$ cat src/hdl/ipu_pkg.sv
`timescale 1ns / 1ps
// ----------------------------------------------------------------------------
// ipu_pkg
// Shared constants, codes and types of the integer pixel replication upscaler.
// ----------------------------------------------------------------------------
package ipu_pkg;

  localparam int MaxWidth = 2048;
  localparam int MaxScale = 64;
  localparam int PixW     = 24;
  localparam int ScaleW   = 7;
  localparam int RowW     = 12;
  localparam int CfgW     = 12;

  localparam logic       CmdPixel  = 1'b0;
  localparam logic       CmdReplay = 1'b1;

  localparam logic       RegScale  = 1'b0;
  localparam logic       RegWidth  = 1'b1;

  localparam logic [1:0] StatusOk      = 2'd0;
  localparam logic [1:0] StatusRefused = 2'd1;
  localparam logic [1:0] StatusEmpty   = 2'd2;

  // per-word control handed from the column logic to the emitter
  typedef struct packed {
    logic [1:0] status;
    logic       ends;
    logic [1:0] pad;
  } job_t;

endpackage

$ cat src/hdl/ipu_emit.sv
`timescale 1ns / 1ps
// ----------------------------------------------------------------------------
// ipu_emit
// Output register that repeats one staged word the requested number of times.
// ----------------------------------------------------------------------------
module ipu_emit import ipu_pkg::*; #(
  parameter int MaxScaleP = MaxScale,
  localparam int RW = (MaxScaleP > 1) ? $clog2(MaxScaleP) : 1
) (
  input  logic            clk_i,
  input  logic            rst_ni,
  input  logic            job_valid_i,
  output logic            job_take_o,
  input  job_t            job_i,
  input  logic [RW-1:0]   job_cnt_i,
  input  logic [PixW-1:0] job_pix_i,
  output logic            out_valid_o,
  input  logic            out_ready_i,
  output logic [PixW-1:0] pix_o,
  output logic [1:0]      pad_bytes_o,
  output logic            row_end_o,
  output logic            last_o,
  output logic [1:0]      status_o
);

  logic            valid_q, valid_d;
  logic [RW-1:0]   left_q, left_d;
  job_t            job_q, job_d;
  logic [PixW-1:0] pix_q, pix_d;
  logic            done, free;

  assign done       = (left_q == '0);
  assign free       = !valid_q || (out_ready_i && done);
  assign job_take_o = free && job_valid_i;

  always_comb begin
    valid_d = valid_q;
    left_d  = left_q;
    job_d   = job_q;
    pix_d   = pix_q;
    if (job_take_o) begin
      valid_d = 1'b1;
      left_d  = job_cnt_i;
      job_d   = job_i;
      pix_d   = job_pix_i;
    end else if (valid_q && out_ready_i) begin
      if (done) begin
        valid_d = 1'b0;
      end else begin
        left_d = left_q - RW'(1);
      end
    end
  end

  always_ff @(posedge clk_i or negedge rst_ni) begin
    if (!rst_ni) begin
      valid_q <= 1'b0;
      left_q  <= '0;
    end else begin
      valid_q <= valid_d;
      left_q  <= left_d;
    end
  end

  always_ff @(posedge clk_i) begin
    job_q <= job_d;
    pix_q <= pix_d;
  end

  assign out_valid_o = valid_q;
  assign pix_o       = pix_q;
  assign last_o      = done;
  assign row_end_o   = done && job_q.ends;
  assign pad_bytes_o = done ? job_q.pad : 2'd0;
  assign status_o    = job_q.status;

endmodule

$ cat config.mk
export PLATFORM = sky130hd
export DESIGN_NAME = ipu_emit
export DESIGN_NICKNAME = d
export VERILOG_FILES = /design/src/hdl/ipu_pkg.sv /design/src/hdl/ipu_emit.sv
export SDC_FILE = /design/constraint.sdc
export NUM_CORES = 1
export LEC_CHECK = 0
export BUFFER_PORTS_ARGS = -buffer_cell sky130_fd_sc_hd__buf_2
export CAP_MARGIN = 0
export CORE_MARGIN = 10
export CORE_UTILIZATION = 42
export CTS_BUF_LIST = sky130_fd_sc_hd__clkbuf_2 sky130_fd_sc_hd__clkbuf_4 sky130_fd_sc_hd__clkbuf_8
export CTS_CLUSTER_SIZE = 28
export DETAILED_ROUTE_END_ITERATION = 12
export GPL_TIMING_DRIVEN = 0
export PLACE_DENSITY = 0.77
export SETUP_SLACK_MARGIN = 0.1
export SLEW_MARGIN = 5
export SYNTH_ARGS = -nofsm -noshare
export SYNTH_HDL_FRONTEND = slang
export SYNTH_SLANG_ARGS = --single-unit
$ cat constraint.sdc
create_clock -name clk_i -period 2.2 [get_ports clk_i]
set_clock_uncertainty 0.1 [all_clocks]
set_input_delay 0.44 -clock clk_i [delete_from_list [all_inputs] [get_ports clk_i]]
set_output_delay 0.44 -clock clk_i [all_outputs]
set_load 0.05 [all_outputs]
; ---- Yosys cells after proc, flatten, opt, wreduce, memory -nomap -nowiden
; Index checks and enable logic that the tools add are counted.
[word_totals]
output_inout_bits = 32
input_bits = 39
elab_cells = 26
register_bits = 36
[classes]
n_reduce_logical = 11
eq_ne = 1
addsub = 1
muxes = 7
[op_table]
columns = cell, n
row1 = $mux 6, 3
row2 = $logic_not 6->1, 1
row3 = $sub 6x1->6 const B, 1
row4 = $logic_and 1x1->1, 4
row5 = $reduce_and 2->1, 2
row6 = $reduce_bool 2->1, 2
row7 = $mux 1, 3
row8 = $mux 2, 1
row9 = $ne 2x2->1 const B, 1
row10 = $logic_not 1->1, 1
row11 = $logic_or 1x1->1, 1

; ---- Longest topological paths before layout
; Gate-level depths: netlist of run 1.
[depth]
depth_word = 6
mapped_depth = 6

; ---- Worst setup path before layout of run 1
; OpenSTA, ideal clock, no wires.
[synth_path]
kind = register to output
startpoint = register left_q[2]
endpoint = output pad_bytes_o[0]
setup_slack_ns = -0.551
arrival_time_ns = 2.211
n_path_buf = 1
required_ns = 1.660
path_stages_with_launch = 5
path_cell_list = dfrtp_1 > or3_1 > buf_6 > nor2_1 > and2_1
[synth_via]
elab_chain_len = 2
[synth_lines]
columns = item, line_no
row1 = start: declaration, ipu_emit.sv:27  ; logic [RW-1:0] left_q, left_d;
row2 = start signal: assignment, ipu_emit.sv:61  ; left_q <= left_d;
row3 = $logic_not 6->1, ipu_emit.sv:32  ; assign done = (left_q == '0);
row4 = via last_o, ipu_emit.sv:22  ; output logic last_o,
row5 = $mux 2, ipu_emit.sv:74  ; assign pad_bytes_o = done ? job_q.pad : 2'd0;
row6 = end: declaration, ipu_emit.sv:20  ; output logic [1:0] pad_bytes_o,
; The timed path passes the listed nets, and every way through them passes these cells.

; ---- Worst setup path in the final report of run 1
[layout_path]
startpoint = register left_q[4]
endpoint = output job_take_o
[layout_via]
elab_chain_len = 4
[layout_lines]
columns = item, line_no
row1 = $logic_not 6->1, ipu_emit.sv:32
row2 = $logic_and 1x1->1, ipu_emit.sv:33  ; assign free = !valid_q || (out_ready_i && done);
row3 = $logic_or 1x1->1, ipu_emit.sv:33
row4 = $logic_and 1x1->1, ipu_emit.sv:34  ; assign job_take_o = free && job_valid_i;
row5 = end: declaration, ipu_emit.sv:13  ; output logic job_take_o,
; Every way passes these cells.

==> flow_summary.ini, run 1 <==
[worst_hold_path]
worstHoldStart = job_pix_i[22]
holdPathStages = 1
hold_path_end = pix_o[22]
hold_path_class = input port to flip-flop

[synthesis]
synth_cells = 93
synth_edf_count = 29
synth.yosys.seq_area_share_pct = 72.2
synth-seq-cells = 36
async_reset_ff_share_pct = 19.4
dominant_combinational_cell_family_by_area_after_synthesis = simple AND/OR/NAND/NOR gates
synth_ff_type = sky130_fd_sc_hd__edfxtp_1
synthTopCellsByArea = sky130_fd_sc_hd__edfxtp_1, sky130_fd_sc_hd__dfrtp_1, sky130_fd_sc_hd__mux2_4
yosys_warnings = 0
synth_simple_gate_area_share_pct = 9.50
post_synth_instance_area_um2 = 1450
synth_adder_area_share_pct = 1.73
synthDominantCellAreaShare_pct = 60.1
synth_area_leader_cell = sky130_fd_sc_hd__edfxtp_1
synth_xor_area_share_pct = 0
syn-mean-instance-area_um2 = 15.6
synth.area.mux_share_pct = 3.45
synth.lib_cells_used.distinct = 32
syn_nets = 134
synth-compound-area-share_pct = 9.24

[worst_setup_path]
cp-end-kind = primary output
worst-r2r-setup-slack_ns = -0.02
reg2reg_depth = 8
cp_data_arrival_time_ns = 1.72
critical_path.top_delay_family = buffers and inverters
path_cells = or3_4 > buf_8 > buf_4 > o22ai_4 > buf_6
worstPathRequired_ns = 1.66
critical_path_class = flip-flop to primary output
timing.critical_path.from_type = flip-flop
worst-path-buf-inv = 3
regToRegStartpoint = left_q[4]
r2r_end = left_q[2]
slowest_cell_delay_on_critical_path_ns = 0.40
cp_max_fo = 4
cpMaxStageDelayCell = sky130_fd_sc_hd__dfrtp_1

[finish]
layout-drive-gt1-share_pct = 61.8
diodes = 0
layout-area-overhead-vs-synth_pct = 51.9
finish.net_count = 231

[floorplanning]
placeableCoreArea_um2 = 3340
ioPinCount = 71
chipHeight_um = 78.7
die-width_um = 78.7
fp.dieArea_um2 = 6200
initial_util_pct = 43.4
rows = 21

[timing]
grt_setup_unrepaired = true
timing.final.ws_setup_ns = -0.0621
timing.max_slew.rel_slack_pct = 70.9
hold_viol = 0
total_setup_violations_reported_at_the_end_of_the_flow = 6
whs_ns = 0.171
post-route-min-period_ns = 2.26
finalCritPeriodShare_pct = 103
finalMaxSlewViolations = 0
worst_tran_pin_value_ns = 0.433
upper_clock_frequency_limit_ghz = 0.442

[clock_tree]
h_tree_depth = 2
cts_buffer_depth = 2
cts.sinks = 36
insertion_delay_ns = 0.33
cts-root-buf = sky130_fd_sc_hd__clkbuf_4
tritoncts_clock_tree = yes
clock_transition_at_the_registers_of_the_reported_paths_ns = 0.11
cts-buffers-inserted = 5

[outcome]
outcome = finished, violations left
violated_checks = negative setup slack

[drt]
dr_total_vias = 1169
routed_wirelength_um = 4010
antenna_violating_nets_post_route = 0
drt_drc_violations_left = 0
wire_per_inst_um = 16.9
initialDrtViolationCount = 54
vias_per_cell = 4.93
firstDrtPassIters = 4

[grt]
grt_util_all_layers_pct = 12.0
grt_overflow = 0
first_global_vias = 1181
number_of_antenna_violations_at_the_first_check_in_global_routing = 0
global_route_wire_length_before_repair_um = 5890
largest_net_degree_at_the_start_of_global_routing = 20

[power]
power-per-cell-area_nw_per_um2 = 975
vdd.ir_drop.worst_mv = 0.616
leakage_nw = 0.933

[placed_design]
portBuffers = 70
placed_wire_length_estimate_after_detailed_placement_um = 2730
routabilityCongestion = 0.836
place_worst_setup_slack_ns = -0.594

[run]
maximum_capacitance_violations = 0
-- per-stage QoR --
step                      utilization, %  TNS (ns)  total power [W]  cells  instance area (µm²)
after floorplan                        -     -3.32          0.00135     93                 1450
after global placement              55.8     -3.17          0.00147    209                 1860
after detailed placement            55.8     -5.58          0.00150    209                 1860
after CTS                           61.9    -0.532          0.00197    227                 2060
after global routing                66.0    -0.573          0.00226    237                 2200
final                               66.0    -0.235          0.00215    237                 2200
-- registers in the layout (all words and copies together), names as in the netlist --
name and flops:
out_valid_o 1, left_q 6, pix_o 24, job_q 3
status_o 2
-- power breakdown --
part           internal (W)  total, W  switching (W)
Clock              0.000123  0.000343       0.000220
Sequential         0.000835  0.000895      0.0000601
Combinational      0.000445  0.000908       0.000463
-- worst max-delay path by stage --
stage / from / to / slack [ns] / depth (start not counted)
after global placement: left_q[0] / job_take_o / -0.53 / 5
after detailed placement: left_q[0] / job_take_o / -0.59 / 5
after floorplan: left_q[3] / left_q[2] / -0.36 / 5
after global routing: left_q[4] / job_take_o / -0.11 / 5
final: left_q[4] / job_take_o / -0.06 / 5
after CTS: left_q[4] / pad_bytes_o[1] / -0.07 / 5
-- logic make-up after synthesis --
| kind of cell | count (synthesis) |
|---|---|
| muxes | 4 |
| adders and majority gates | 2 |
| AOI/OAI and AO/OA | 18 |
| buffers and inverters | 9 |
| and+or+nand+nor | 24 |
| DFF | 36 |
-- area by class of cell --
cell class                 count  area [µm²]
multi-input combinational     50         423
fill                         272        1140
tap                           46        57.6
timing repair buffer          88         554
inverter                       5        18.8
buffer                         4        41.3
clock inverter                 3        18.8
sequential                    36        1050
clock buffer                   5        37.5
-- cell usage after synthesis (2+ instances only) --
cell type and number:
sky130_fd_sc_hd__nor3b_1 2, sky130_fd_sc_hd__nor3_1 2, sky130_fd_sc_hd__nor4_1 2, sky130_fd_sc_hd__ha_1 2, sky130_fd_sc_hd__a22o_1 2, sky130_fd_sc_hd__mux2_4 2, sky130_fd_sc_hd__nor2_1 3, sky130_fd_sc_hd__buf_4 2
sky130_fd_sc_hd__o21ai_0 4, sky130_fd_sc_hd__dfrtp_1 7, sky130_fd_sc_hd__nand2_1 5, sky130_fd_sc_hd__buf_6 2, sky130_fd_sc_hd__inv_1 5, sky130_fd_sc_hd__and2_1 3, sky130_fd_sc_hd__mux2i_1 2, sky130_fd_sc_hd__edfxtp_1 29
sky130_fd_sc_hd__a21oi_1 4
-- layout by cell type (no fill, tap or decap), types with 3 or more instances in the layout --
cell | synthesis | routed
sky130_fd_sc_hd__buf_4 | 2 | 17
sky130_fd_sc_hd__buf_8 | 0 | 6
sky130_fd_sc_hd__o21ai_0 | 4 | 4
sky130_fd_sc_hd__edfxtp_1 | 29 | 29
sky130_fd_sc_hd__a21oi_1 | 4 | 3
sky130_fd_sc_hd__o22ai_4 | 1 | 3
sky130_fd_sc_hd__dfrtp_2 | 0 | 3
sky130_fd_sc_hd__clkbuf_4 | 0 | 5
sky130_fd_sc_hd__nand2_1 | 5 | 5
sky130_fd_sc_hd__inv_1 | 5 | 4
sky130_fd_sc_hd__and2_4 | 0 | 3
sky130_fd_sc_hd__buf_2 | 0 | 65
sky130_fd_sc_hd__dfrtp_1 | 7 | 4
-- layer usage --
layer / vias up / wire, µm / global-route usage [%]
met5: - / 0 / 0
li1: 553 / - / -
met3: 5 / 426 / 5.41
met2: 66 / 1980 / 20.1
met4: 0 / 31 / 3.94
met1: 545 / 1580 / 13.3
-- timing repair --
action	in CTS	in global routing
endpoints found under the hold margin	7	0
gates cloned	2	0
resized for setup	20	10
buffers inserted	7	10
pin swaps	3	4
endpoints found under the setup margin	39	35
hold buffers	1	0
Power figures use the tool's default switching activity.
==> run 2: changes to the inputs <==
Settings changed: CORE_UTILIZATION 42 to 45, PLACE_DENSITY 0.77 to 0.79.
Clock period 2.2 ns to 2.5 ns, I/O delays scaled along.
==> run 2 against run 1 <==
Combinational power fell by 34%. Via count decreased by 5.0%. Count of clock-buffer cells in the layout rose by 1. Sequential share of layout area increased by 3.1 points. Critical path type unchanged. The flow now finishes without violations. Clock power increased by 15%. Non-clock buffer count is 10 lower. First-iteration DRC count is 20% lower. Worst hold slack better by 0.070 ns. Core utilization up 1.2 points. Wire length fell by 11%. Critical path depth did not move.
==> flow_summary.ini, run 2 (synthesized netlist as in run 1, its figures left out) <==
[finish]
largest_register_ff_count = 24
mostFrequentLayoutCell = sky130_fd_sc_hd__buf_2
layout-area-overhead-vs-synth_pct = 42.7
finish.net_count = 221
most-common-layout-cells = sky130_fd_sc_hd__buf_2, sky130_fd_sc_hd__edfxtp_1, sky130_fd_sc_hd__buf_4
finish.utilization_pct = 67.2
filler_cell_count = 242
diodes = 0
layout-drive-gt1-share_pct = 58.0

[placed_design]
placed_wire_length_estimate_after_detailed_placement_um = 2620
routabilityCongestion = 0.841
portBuffers = 70

[power]
total_power_w = 0.00180
vdd.ir_drop.worst_mv = 0.456
power-per-cell-area_nw_per_um2 = 873
leakage_nw = 0.883

[timing]
hold_viol = 0
upper_clock_frequency_limit_ghz = 0.430
finalCritPeriodShare_pct = 93.0
post-route-min-period_ns = 2.32
timing.max_slew.rel_slack_pct = 37.0
total_setup_violations_reported_at_the_end_of_the_flow = 0
worst_tran_pin_value_ns = 0.946
totalNegativeSetupSlack_ns = 0
finalMaxSlewViolations = 0
grt_setup_unrepaired = true

[worst_setup_path]
cp_data_arrival_time_ns = 1.72
regToRegStartpoint = left_q[0]
worstPathRequired_ns = 1.90
timing.critical_path.from_type = flip-flop
critical_path_class = flip-flop to primary output
cp_max_fo = 8
worst-r2r-setup-slack_ns = 0.29
cp-end-kind = primary output
worstSetupStartpoint = left_q[4]

[clock_tree]
cts_buffer_depth = 2
clock_transition_at_the_registers_of_the_reported_paths_ns = 0.10
tritoncts_clock_tree = yes
cts.sinks = 36
cts-root-buf = sky130_fd_sc_hd__clkbuf_4
insertion_delay_ns = 0.32
h_tree_depth = 2
cts-buffers-inserted = 5

[floorplanning]
placeableCoreArea_um2 = 3080
rows = 20
die-width_um = 76.7
fp.dieArea_um2 = 5890
chipHeight_um = 76.7
initial_util_pct = 47.1
ioPinCount = 71

[drt]
drt_drc_violations_left = 0
wire_per_inst_um = 15.8
firstDrtPassIters = 4
dr_total_vias = 1110
vias_per_cell = 4.93
antenna_violating_nets_post_route = 0
initialDrtViolationCount = 43
routed_wirelength_um = 3570

[grt]
number_of_antenna_violations_at_the_first_check_in_global_routing = 0
largest_net_degree_at_the_start_of_global_routing = 20
global_route_wire_length_before_repair_um = 5700
first_global_vias = 1108
grt_util_all_layers_pct = 12.1
grt_overflow = 0

[worst_hold_path]
worstHoldStart = job_pix_i[18]
hold_path_class = input port to flip-flop

[outcome]
outcome = complete, no violations

[run]
maximum_capacitance_violations = 0
## run 2: through the flow
step	instance area (µm²)	setup WS (ns)	instances	hold slack [ns]
3_5_place_dp	1860	-0.340	207	0.249
5_1_grt	2070	0.0667	225	0.195
4_1_cts	2000	0.0810	219	0.219
2_1_floorplan	1450	-0.0555	93	0.104
3_3_place_gp	1860	-0.294	207	0.243
6_report	2070	0.176	225	0.241
## run 2: power breakdown
part | switching (W) | leakage, nW | internal [W]
combinational | 0.000328 | 0.498 | 0.000274
clock | 0.000174 | 0.0456 | 0.000220
sequential | 0.0000714 | 0.339 | 0.000736
## run 2: critical path: stages (launching register included)
cell	delay, ns
sky130_fd_sc_hd__dfrtp_1	0.41
sky130_fd_sc_hd__or3_1	0.39
sky130_fd_sc_hd__buf_6	0.16
sky130_fd_sc_hd__nor2_4	0.12
sky130_fd_sc_hd__and2_2	0.17
sky130_fd_sc_hd__buf_6	0.15
## run 2: what timing repair did
item / 4_1_cts / 5_1_grt
setup buffers: 1 / 6
endpoints found under the setup margin: 8 / 23
hold buffers: 1 / 0
endpoints found under the hold margin: 7 / 0
pin swaps: 1 / 1
gates cloned: 2 / 0
gates resized for setup: 5 / 9
## run 2: worst paths after layout
check | endpoint | cells after the start
setup reg to reg | pix_o[9] | 4
setup / recovery | row_end_o | 5
max in group asynchronous | left_q[2] | 2
hold reg to reg | left_q[5] | 1
min in group asynchronous | left_q[5] | 2
hold / removal | pix_o[18] | 1
## run 2: routing by layer
metal  part of all wire (%)  track usage, %  vias up
met3                     11            6.53        4
met1                     45            14.1      504
met5                      0               0        -
met4                   0.76            4.46        0
li1                       -               -      530
met2                     44            18.3       72
## run 2: area by class of cell
cell class                 instances  area, µm²  share of cell area, %
sequential                        36       1050                   50.8
timing repair buffer              78        442                   21.4
multi-input combinational         50        384                   18.6
tap                               44       55.1                   2.66
clock buffer                       6       45.0                   2.18
buffer                             4       37.5                   1.82
clock inverter                     2       35.0                   1.69
inverter                           5       18.8                  0.908
